<file path="config.mk">
export PLATFORM = sky130hd
export DESIGN_NAME = dense_neuron_mac_tanh_top
export DESIGN_NICKNAME = d
export VERILOG_FILES = /design/src/rtl/dnmt_pkg.sv /design/src/rtl/dense_neuron_mac_tanh_top.sv
export VERILOG_INCLUDE_DIRS = /design/src /design/src/rtl
export SDC_FILE = /design/constraint.sdc
export NUM_CORES = 2
export LEC_CHECK = 0
export ABC_AREA = 1
export BUFFER_PORTS_ARGS = -buffer_cell sky130_fd_sc_hd__buf_4
export CORE_MARGIN = 1
export CORE_UTILIZATION = 40
export CTS_CLUSTER_SIZE = 24
export DETAILED_ROUTE_END_ITERATION = 10
export PLACE_DENSITY = 0.63
export SYNTH_ARGS = -nofsm -noshare
export SYNTH_HDL_FRONTEND = slang
export SYNTH_SLANG_ARGS = --single-unit
</file>
<file path="constraint.sdc">
create_clock -name i_clk -period 9.75 [get_ports i_clk]
set_clock_uncertainty 0.1 [all_clocks]
set_input_delay 1.4625 -clock i_clk [delete_from_list [all_inputs] [get_ports i_clk]]
set_output_delay 1.4625 -clock i_clk [all_outputs]
set_load 0.05 [all_outputs]
</file>
<file path="src/rtl/dense_neuron_mac_tanh_top_defines.svh">
// Assertion macros for the dense neuron block.
`ifndef DENSE_NEURON_MAC_TANH_TOP_DEFINES_SVH
`define DENSE_NEURON_MAC_TANH_TOP_DEFINES_SVH

// Check that cons holds in the same cycle as ante.
`define DNMT_ASSERT_SAME(label, clk, rst_n, ante, cons) \
    label: assert property (@(posedge clk) disable iff (!(rst_n)) (ante) |-> (cons)) \
        else $error("dense neuron assertion failed");

// Check that cons holds in the cycle after ante.
`define DNMT_ASSERT_NEXT(label, clk, rst_n, ante, cons) \
    label: assert property (@(posedge clk) disable iff (!(rst_n)) (ante) |=> (cons)) \
        else $error("dense neuron assertion failed");

`endif

</file>
<file path="src/rtl/dnmt_pkg.sv">
// Widths and fixed-point constants of the dense neuron block.
package dnmt_pkg;

    localparam int IN_W        = 16;
    localparam int PROD_W      = 2 * IN_W;
    localparam int ACC_W       = 48;
    localparam int Z_W         = 16;
    localparam int Y_W         = 14;
    localparam int IDX_W       = 10;
    localparam int FRAC_BITS   = 12;
    localparam int MAX_NEURONS = 1024;

    localparam int Q_SCALE = 1 << FRAC_BITS;
    localparam int Q_ONE   = Q_SCALE;
    localparam int Q_HALF  = Q_SCALE / 2;
    localparam int Q_T_HI  = (1800 * Q_SCALE + 500) / 1000;
    localparam int Q_T_LO  = (657 * Q_SCALE + 500) / 1000;
    localparam int Q_SLOPE = (300 * Q_SCALE + 500) / 1000;
    localparam int Q_OFFS  = (460 * Q_SCALE + 500) / 1000;

    localparam int Z_MAX = (1 << (Z_W - 1)) - 1;
    localparam int Z_MIN = -(1 << (Z_W - 1));

    localparam int CONST_W  = 13;
    localparam int SP_W     = Z_W + CONST_W;
    localparam int Y_CALC_W = 20;

endpackage

</file>
<file path="src/rtl/dense_neuron_mac_tanh_top.sv">
// Streamed dense-layer neuron: multiply-accumulate, bias, saturate, piecewise tanh.
// One term is taken every cycle while the result side keeps up. The path runs input
// register, 16x16 product register, 48-bit accumulator add, shift and saturate, 0.3
// slope product register, then the tanh select into the output register. Terms that
// are not last leave the pipe at the accumulator add, so the input stalls only once a
// result held at the stalled output has backed up all four result stages and the
// input and product stages are both occupied. Values are Q4.12, the activation
// output is Q2.12, the accumulator is Q24.24 and wraps, and the neuron index wraps
// after 1024 neurons.
`include "dense_neuron_mac_tanh_top_defines.svh"

module dense_neuron_mac_tanh_top (
    input  logic                               i_clk,
    input  logic                               i_rst_n,
    input  logic                               i_in_valid,
    output logic                               o_in_stall,
    input  logic signed [dnmt_pkg::IN_W-1:0]   i_activation_in,
    input  logic signed [dnmt_pkg::IN_W-1:0]   i_weight,
    input  logic signed [dnmt_pkg::IN_W-1:0]   i_bias,
    input  logic                               i_last_term,
    output logic                               o_out_valid,
    input  logic                               i_out_stall,
    output logic signed [dnmt_pkg::Z_W-1:0]    o_z_value,
    output logic signed [dnmt_pkg::Y_W-1:0]    o_activation_out,
    output logic        [dnmt_pkg::IDX_W-1:0]  o_neuron_index,
    output logic                               o_saturated
);

    localparam int ACC_W    = dnmt_pkg::ACC_W;
    localparam int Y_CALC_W = dnmt_pkg::Y_CALC_W;
    localparam int SP_W     = dnmt_pkg::SP_W;
    localparam int FRAC     = dnmt_pkg::FRAC_BITS;

    localparam logic signed [ACC_W-1:0]    Z_MAX_EXT = ACC_W'(dnmt_pkg::Z_MAX);
    localparam logic signed [ACC_W-1:0]    Z_MIN_EXT = ACC_W'(dnmt_pkg::Z_MIN);
    localparam logic signed [Y_CALC_W-1:0] Y_ONE     = Y_CALC_W'(dnmt_pkg::Q_ONE);
    localparam logic signed [Y_CALC_W-1:0] Y_OFFS    = Y_CALC_W'(dnmt_pkg::Q_OFFS);
    localparam logic signed [Y_CALC_W-1:0] Y_T_HI    = Y_CALC_W'(dnmt_pkg::Q_T_HI);
    localparam logic signed [Y_CALC_W-1:0] Y_T_LO    = Y_CALC_W'(dnmt_pkg::Q_T_LO);
    localparam logic signed [SP_W-1:0]     SP_SLOPE  = SP_W'(dnmt_pkg::Q_SLOPE);
    localparam logic signed [SP_W-1:0]     SP_HALF   = SP_W'(dnmt_pkg::Q_HALF);
    localparam logic [31:0]                CNT_LAST  = 32'(dnmt_pkg::MAX_NEURONS - 1);

    localparam logic signed [dnmt_pkg::Y_W-1:0] O_Y_ONE = dnmt_pkg::Y_W'(dnmt_pkg::Q_ONE);
    localparam logic signed [dnmt_pkg::Z_W-1:0] O_Z_MAX = dnmt_pkg::Z_W'(dnmt_pkg::Z_MAX);
    localparam logic signed [dnmt_pkg::Z_W-1:0] O_Z_MIN = dnmt_pkg::Z_W'(dnmt_pkg::Z_MIN);

    // input stage
    logic                                r_a_v;
    logic signed [dnmt_pkg::IN_W-1:0]    r_a_act, r_a_wt, r_a_bias;
    logic                                r_a_last;
    // product stage
    logic                                r_b_v;
    logic signed [dnmt_pkg::PROD_W-1:0]  r_b_prod;
    logic signed [dnmt_pkg::IN_W-1:0]    r_b_bias;
    logic                                r_b_last;
    // accumulate stage
    logic signed [ACC_W-1:0]             r_acc;
    logic        [dnmt_pkg::IDX_W-1:0]   r_cnt;
    logic                                r_c_v;
    logic signed [ACC_W-1:0]             r_c_sum;
    logic        [dnmt_pkg::IDX_W-1:0]   r_c_idx;
    // saturate stage
    logic                                r_d_v;
    logic signed [dnmt_pkg::Z_W-1:0]     r_d_z;
    logic                                r_d_sat;
    logic        [dnmt_pkg::IDX_W-1:0]   r_d_idx;
    // slope stage
    logic                                r_e_v;
    logic signed [dnmt_pkg::Z_W-1:0]     r_e_z;
    logic signed [Y_CALC_W-1:0]          r_e_s;
    logic                                r_e_sat;
    logic        [dnmt_pkg::IDX_W-1:0]   r_e_idx;
    // output stage
    logic                                r_o_v;
    logic signed [dnmt_pkg::Z_W-1:0]     r_o_z;
    logic signed [dnmt_pkg::Y_W-1:0]     r_o_y;
    logic        [dnmt_pkg::IDX_W-1:0]   r_o_idx;
    logic                                r_o_sat;

    logic                                en_a, en_b, en_c, en_d, en_e, en_o;
    logic                                acc_take, last_take;
    logic signed [ACC_W-1:0]             n_sum;
    logic        [dnmt_pkg::IDX_W-1:0]   n_cnt;
    logic signed [ACC_W-1:0]             z_full;
    logic signed [dnmt_pkg::Z_W-1:0]     n_z;
    logic                                n_sat;
    logic signed [SP_W-1:0]              slope_prod;
    logic signed [SP_W-1:0]              slope_shift;
    logic signed [Y_CALC_W-1:0]          z_ext;
    logic signed [Y_CALC_W-1:0]          n_y_raw;
    logic signed [Y_CALC_W-1:0]          n_y;

    assign en_o = !r_o_v || !i_out_stall;
    assign en_e = !r_e_v || en_o;
    assign en_d = !r_d_v || en_e;
    assign en_c = !r_c_v || en_d;
    assign en_b = !r_b_v || en_c;
    assign en_a = !r_a_v || en_b;
    assign o_in_stall = !en_a;

    assign acc_take  = r_b_v && en_c;
    assign last_take = acc_take && r_b_last;

    always_comb begin
        n_sum = r_acc + ACC_W'(r_b_prod);
        if (r_b_last) begin
            n_sum = n_sum + (ACC_W'(r_b_bias) <<< FRAC);
        end
    end

    assign n_cnt = ({22'd0, r_cnt} == CNT_LAST) ? '0 : r_cnt + 1'b1;

    always_comb begin
        z_full = r_c_sum >>> FRAC;
        priority if (z_full > Z_MAX_EXT) begin
            n_z   = dnmt_pkg::Z_W'(dnmt_pkg::Z_MAX);
            n_sat = 1'b1;
        end else if (z_full < Z_MIN_EXT) begin
            n_z   = dnmt_pkg::Z_W'(dnmt_pkg::Z_MIN);
            n_sat = 1'b1;
        end else begin
            n_z   = z_full[dnmt_pkg::Z_W-1:0];
            n_sat = 1'b0;
        end
    end

    assign slope_prod  = SP_SLOPE * SP_W'(r_d_z) + SP_HALF;
    assign slope_shift = slope_prod >>> FRAC;

    always_comb begin
        z_ext = Y_CALC_W'(r_e_z);
        priority if (z_ext < -Y_T_HI) begin
            n_y_raw = -Y_ONE;
        end else if (z_ext < -Y_T_LO) begin
            n_y_raw = r_e_s - Y_OFFS;
        end else if (z_ext < Y_T_LO) begin
            n_y_raw = z_ext;
        end else if (z_ext < Y_T_HI) begin
            n_y_raw = r_e_s + Y_OFFS;
        end else begin
            n_y_raw = Y_ONE;
        end
        priority if (n_y_raw > Y_ONE) begin
            n_y = Y_ONE;
        end else if (n_y_raw < -Y_ONE) begin
            n_y = -Y_ONE;
        end else begin
            n_y = n_y_raw;
        end
    end

    always_ff @(posedge i_clk) begin
        if (!i_rst_n) begin
            r_a_v <= 1'b0;
            r_b_v <= 1'b0;
            r_c_v <= 1'b0;
            r_d_v <= 1'b0;
            r_e_v <= 1'b0;
            r_o_v <= 1'b0;
            r_acc <= '0;
            r_cnt <= '0;
        end else begin
            if (en_a) begin
                r_a_v <= i_in_valid;
            end
            if (en_b) begin
                r_b_v <= r_a_v;
            end
            if (en_c) begin
                r_c_v <= r_b_v && r_b_last;
            end
            if (en_d) begin
                r_d_v <= r_c_v;
            end
            if (en_e) begin
                r_e_v <= r_d_v;
            end
            if (en_o) begin
                r_o_v <= r_e_v;
            end
            if (acc_take) begin
                r_acc <= r_b_last ? '0 : n_sum;
            end
            if (last_take) begin
                r_cnt <= n_cnt;
            end
        end
    end

    always_ff @(posedge i_clk) begin
        if (en_a) begin
            r_a_act  <= i_activation_in;
            r_a_wt   <= i_weight;
            r_a_bias <= i_bias;
            r_a_last <= i_last_term;
        end
        if (en_b) begin
            r_b_prod <= r_a_act * r_a_wt;
            r_b_bias <= r_a_bias;
            r_b_last <= r_a_last;
        end
        if (en_c) begin
            r_c_sum <= n_sum;
            r_c_idx <= r_cnt;
        end
        if (en_d) begin
            r_d_z   <= n_z;
            r_d_sat <= n_sat;
            r_d_idx <= r_c_idx;
        end
        if (en_e) begin
            r_e_z   <= r_d_z;
            r_e_s   <= slope_shift[Y_CALC_W-1:0];
            r_e_sat <= r_d_sat;
            r_e_idx <= r_d_idx;
        end
        if (en_o) begin
            r_o_z   <= r_e_z;
            r_o_y   <= n_y[dnmt_pkg::Y_W-1:0];
            r_o_idx <= r_e_idx;
            r_o_sat <= r_e_sat;
        end
    end

    assign o_out_valid      = r_o_v;
    assign o_z_value        = r_o_z;
    assign o_activation_out = r_o_y;
    assign o_neuron_index   = r_o_idx;
    assign o_saturated      = r_o_sat;

    `DNMT_ASSERT_SAME(a_act_range, i_clk, i_rst_n, r_o_v, (r_o_y <= O_Y_ONE) && (r_o_y >= -O_Y_ONE))
    `DNMT_ASSERT_SAME(a_sat_extreme, i_clk, i_rst_n, r_o_v && r_o_sat, (r_o_z == O_Z_MAX) || (r_o_z == O_Z_MIN))
    `DNMT_ASSERT_NEXT(a_acc_clear, i_clk, i_rst_n, last_take, (r_acc == '0) && r_c_v)

endmodule

</file>
# After elaboration in Yosys (flattened, before gate mapping)
# Cells that the tools add are included.
# Widths: inputs -> output; s select.
# classes
mul	2
mux	10
eq_ne	1
magnitude_cmp	8
n_reduce_logical	18
addsub	6
# ops
cell	n
$mux 48	2
$mux 20	4
$add 48x28->48	1
$add 48x32->48	1
$gt 36x16->1 const B	1
$lt 36x16->1 const B	1
$lt 16x13->1 const B	2
$lt 16x14->1 const B	2
$mul 16x16->32	1
$add 28x13->29 const B	1
$mul 12x16->28 const A	1
$gt 20x14->1 const B	1
$lt 20x13->1 const B	1
$add 17x12->18 const B	1
$sub 17x12->18 const B	1
$mux 16	1
$mux 14	1
$add 10x1->10 const B	1
$eq 10x10->1 const B	1
$mux 10	1
$logic_not 1->1	8
$logic_or 1x1->1	6
$logic_and 1x1->1	3
$reduce_or 2->1	1
$mux 1	1
# word_totals
out_inout_bits	43
elab_cells	74
register_bits	332
inputBits	53

# Longest topological paths before layout
# depth
word_depth	8
mapped_depth	32
mapped_depth_nobuf	32

# Least setup slack after synthesis
# OpenSTA, ideal clock, no wires.
# synth_timing
path_type	input to register
start	input port i_out_stall
end	register r_a_act[0] in the netlist's numbering, enable pin
t_arrival_ns	7.487
path_slack_ns	1.760
required_ns	9.247
n_path_buf	0
stages	11
setup_time_ns	0.403
cell_sequence	nand2_1 > nor2_1 > inv_2 > nor2_1 > inv_2 > nor2_1 > inv_1 > nor2_1 > inv_1 > nor2_1 > inv_1
# synth_between
elab_chain_len	7
# synth_rtl
element	line_no	source
from (decl)	dense_neuron_mac_tanh_top.sv:22	input logic i_out_stall,
$logic_not 1->1	dense_neuron_mac_tanh_top.sv:94	assign en_o = !r_o_v || !i_out_stall;
$logic_or 1x1->1	dense_neuron_mac_tanh_top.sv:94	
$logic_or 1x1->1	dense_neuron_mac_tanh_top.sv:95	assign en_e = !r_e_v || en_o;
net en_e	dense_neuron_mac_tanh_top.sv:81	logic en_a, en_b, en_c, en_d, en_e, en_o;
$logic_or 1x1->1	dense_neuron_mac_tanh_top.sv:96	assign en_d = !r_d_v || en_e;
net en_d	dense_neuron_mac_tanh_top.sv:81	
$logic_or 1x1->1	dense_neuron_mac_tanh_top.sv:97	assign en_c = !r_c_v || en_d;
$logic_or 1x1->1	dense_neuron_mac_tanh_top.sv:98	assign en_b = !r_b_v || en_c;
net en_b	dense_neuron_mac_tanh_top.sv:81	
$logic_or 1x1->1	dense_neuron_mac_tanh_top.sv:99	assign en_a = !r_a_v || en_b;
to (signal assigned)	dense_neuron_mac_tanh_top.sv:193	r_a_act <= i_activation_in;
to (decl)	dense_neuron_mac_tanh_top.sv:50	logic signed [dnmt_pkg::IN_W-1:0] r_a_act, r_a_wt, r_a_bias;
# The timed path passes the listed nets, and every way through them passes these cells.
# A chain may end at the register's enable or synchronous reset.

# Final worst setup path
# layout_timing
start	input port i_out_stall
end	output port o_in_stall
# layout_between
elab_chain_len	8
# layout_rtl
element	line_no	source
$logic_not 1->1	dense_neuron_mac_tanh_top.sv:94	
$logic_or 1x1->1	dense_neuron_mac_tanh_top.sv:94	
net en_o	dense_neuron_mac_tanh_top.sv:81	
$logic_or 1x1->1	dense_neuron_mac_tanh_top.sv:95	
net en_e	dense_neuron_mac_tanh_top.sv:81	
$logic_or 1x1->1	dense_neuron_mac_tanh_top.sv:96	
net en_d	dense_neuron_mac_tanh_top.sv:81	
$logic_or 1x1->1	dense_neuron_mac_tanh_top.sv:97	
$logic_or 1x1->1	dense_neuron_mac_tanh_top.sv:98	
net en_b	dense_neuron_mac_tanh_top.sv:81	
$logic_or 1x1->1	dense_neuron_mac_tanh_top.sv:99	
$logic_not 1->1	dense_neuron_mac_tanh_top.sv:100	assign o_in_stall = !en_a;
to (decl)	dense_neuron_mac_tanh_top.sv:16	output logic o_in_stall,
# The timed path passes the listed nets, and every way through them passes these cells.

==> impl_metrics.yaml <==
status:
  status: "completed"
routing:
  drt.antenna.violating_nets: 0
  wl_per_cell_um: 15.7
  detail_route.wirelength_um: 74600
  vias_per_cell: 4.88
  dr.first_iter.drc_count: 1302
  drc_errors: 0
  dr_pass1_iterations: 5
  route.vias.total: 23100
cells_and_area:
  final-seq-area_sq_um: 8970
  area_growth_pct: 9.52
  final_nets: 4325
  finalCoreUtilization_pct: 44.4
  num-fill-cells: 7594
  area_of_the_multi_input_gates_sq_um: 18500
  post_route_cells_drive_above_1_share_pct: 5.47
  antenna-diode-count: 0
timing:
  unrepaired_setup_endpoints_after_global_routing: "false"
  worst_slew_margin_rel_pct: 34.7
  setup_tns_ps: 0
  max_freq_mhz: 141
  timing_worst_slew_pin_value_ps: 978
  fin_worst_hold_slack_ps: 317
  post-route-period-util_pct: 72.6
  period_needed_ps: 7080
  number_of_hold_slack_violations_in_the_final_timing_report: 0
  final-max-slew-violation-count: 0
  final-setup-viol-count: 0
synth:
  synth_common_cells: "sky130_fd_sc_hd__nand2_1 (782), sky130_fd_sc_hd__inv_1 (770), sky130_fd_sc_hd__fa_1 (322)"
  yosys_warnings: 0
  yosys_most_used_dff: "sky130_fd_sc_hd__edfxtp_1"
  synth_top_area_share_pct: 24.9
  synth_nets: 4279
  syn-mean-instance-area_sq_um: 8.48
  synth_top_cell_by_area: "sky130_fd_sc_hd__edfxtp_1"
  asyncSetResetFlopFracSynth_pct: 0
  synth_edf_count: 256
  synth.cell_area_sq_um: 30800
  synthMostInstantiatedCell: "sky130_fd_sc_hd__nand2_1"
  synth_seq_cells: 320
  seq_area_frac_synth_pct: 29.1
  distinct_cells_synth: 53
  post_synth_inst_count: 3634
  yosys-top-cells-area: "sky130_fd_sc_hd__edfxtp_1 (25%), sky130_fd_sc_hd__fa_1 (21%), sky130_fd_sc_hd__ha_1 (11%)"
cts:
  insertion_delay_ps: 600
  cts_setup_buffers: 0
  clock_path_buffers: 3
  cts_tree: "done"
  cts.clk_slew.worst_paths_ps: 60
  clkSinkCount: 320
  clock_tree.htree_level_count: 2
  cts.root.buffer_cell: "sky130_fd_sc_hd__clkbuf_16"
  postCtsHoldBufs: 0
  cts_repair_resize_count: 0
  cts_bufs_inserted: 38
global_routing:
  gr-usage-all-layers_pct: 19.7
  vias_in_the_first_global_route: 23300
  grt_first_pass_wirelength_um: 121000
  grt_overflow: 0
  antenna_found_initial: 2
  grt_start_max_net_pins: 74
critical_path:
  timing.critical_path.to_type: "output port"
  category_of_the_critical_setup_timing_path: "in2out"
  cp_slowest_stage_delay_ps: 710
  arrival_ps: 5520
  cp_cell_sequence: "buf_4 > nand2_2 > nor2_1 > inv_2 > nor2_1 > inv_2 > nor2_1 > clkinv_1 > buf_4 > nor2_1 > inv_2 > buf_4 > nor2_1 > buf_4"
  cp_slowest_cell: "sky130_fd_sc_hd__inv_2"
  worst-endpoint-required_ps: 8190
  cpMostUsedCell: "sky130_fd_sc_hd__nor2_1"
  critical_path_startpoint_category: "input pin"
  worstPathMaxFanout: 51
job:
  maxCapViolCount: 0
floorplanning:
  die_y_um: 280
  pin_count: 96
  chipWidth_um: 280
  core_area_sq_um: 76100
  rows: 101
  start_util_pct: 40.5
  area_of_the_die_sq_um: 78200
placement:
  post-dp-hpwl_um: 59300
  io_buffers: 95
  gp_congestion: 0.930
worst_hold_path:
  hold_class: "reg2reg"
==> registers in the layout (all words and copies together) (netlist names), 10 cells and up <==
name and cells:
r_a_wt 16, r_a_bias 16, r_e_idx 10, r_c_idx 10
r_b_bias 16, r_c_sum 36, r_cnt 10, r_b_prod 32
r_acc 48, r_e_s 17, o_activation_out 14, o_z_value 16
r_a_act 16, r_e_z 16, r_d_idx 10, o_neuron_index 10
r_d_z 16
==> kinds of logic after synthesis <==
family	after synthesis	share of synthesized area [%]
compound gates	493	8.64
xor+xnor	110	3.12
fa+ha+maj	592	31.9
buf+inv	873	10.8
flops	320	29.1
simple gates	1246	16.5
==> worst paths after layout <==
kind         cells past startpoint           endpoint        start  slack, ps
max                             14         o_in_stall  i_out_stall       2670
min                              0  o_neuron_index[5]   r_e_idx[5]        320
max reg2reg                     20       r_b_prod[29]    r_a_wt[1]       3040
min reg2reg                      0  o_neuron_index[5]   r_e_idx[5]        320
==> metrics by stage <==
stage	cell area (sq um)	instances	worst slack, ps
2_1_floorplan	30800	3634	1760
3_3_place_gp	32500	4670	2530
3_5_place_dp	32500	4670	2530
4_1_cts	33800	4740	2510
5_1_grt	33800	4740	2120
6_report	33800	4740	2670
==> cell type report <==
type                    instances  share of cell area (%)
clock buffers                  50                    3.01
clock inverters                20                   0.797
inverters                     776                    8.63
multi-input cells            2441                    54.9
flip-flops and latches        320                    26.6
well taps                    1030                    3.82
repair buffers                103                    2.29
==> routing by layer <==
metal  up-vias  share of wire (%)  GRT usage [%]
li1      11500                  -              -
met1     10900                 44           25.8
met2       553                 48           33.5
met3       123                5.0           2.34
met4         0                3.1           6.78
met5         -                  0              0
==> layout by cell type, fill, tap and decap left out, types with 4 or more instances in the layout <==
master,netlist,final
sky130_fd_sc_hd__clkbuf_1,81,10
sky130_fd_sc_hd__o21ai_0,167,167
sky130_fd_sc_hd__a21oi_1,248,248
sky130_fd_sc_hd__nor2_2,13,13
sky130_fd_sc_hd__or2_2,9,9
sky130_fd_sc_hd__o21ai_1,7,7
sky130_fd_sc_hd__o211a_1,4,4
sky130_fd_sc_hd__and2_1,7,7
sky130_fd_sc_hd__xnor2_1,32,32
sky130_fd_sc_hd__nand4_1,26,26
sky130_fd_sc_hd__fa_1,322,322
sky130_fd_sc_hd__clkbuf_16,0,38
sky130_fd_sc_hd__and3_1,5,5
sky130_fd_sc_hd__clkinvlp_4,0,4
sky130_fd_sc_hd__inv_2,4,7
sky130_fd_sc_hd__a31oi_1,9,9
sky130_fd_sc_hd__ha_1,270,270
sky130_fd_sc_hd__nand2_2,4,5
sky130_fd_sc_hd__dfxtp_1,64,64
sky130_fd_sc_hd__o21a_1,9,9
sky130_fd_sc_hd__inv_1,770,767
sky130_fd_sc_hd__a21o_1,12,12
sky130_fd_sc_hd__nor3_1,20,20
sky130_fd_sc_hd__o21bai_1,14,14
sky130_fd_sc_hd__nand3b_1,4,4
sky130_fd_sc_hd__nor2_1,241,241
sky130_fd_sc_hd__nand3_1,117,117
sky130_fd_sc_hd__xor2_1,78,78
sky130_fd_sc_hd__nor4_1,14,14
sky130_fd_sc_hd__edfxtp_1,256,256
sky130_fd_sc_hd__nand2_1,782,781
sky130_fd_sc_hd__buf_4,1,103
sky130_fd_sc_hd__a21boi_0,4,4
sky130_fd_sc_hd__bufinv_16,0,4
==> critical path, delay by kind of cell <==
family / cells / cell delay [ps]
buffers and inverters: 8 / 2680
and+or+nand+nor: 6 / 1320
Power is left out: the tool's default activity adds up to more than one toggle a clock period on the data nets, which glitch-free logic cannot reach.
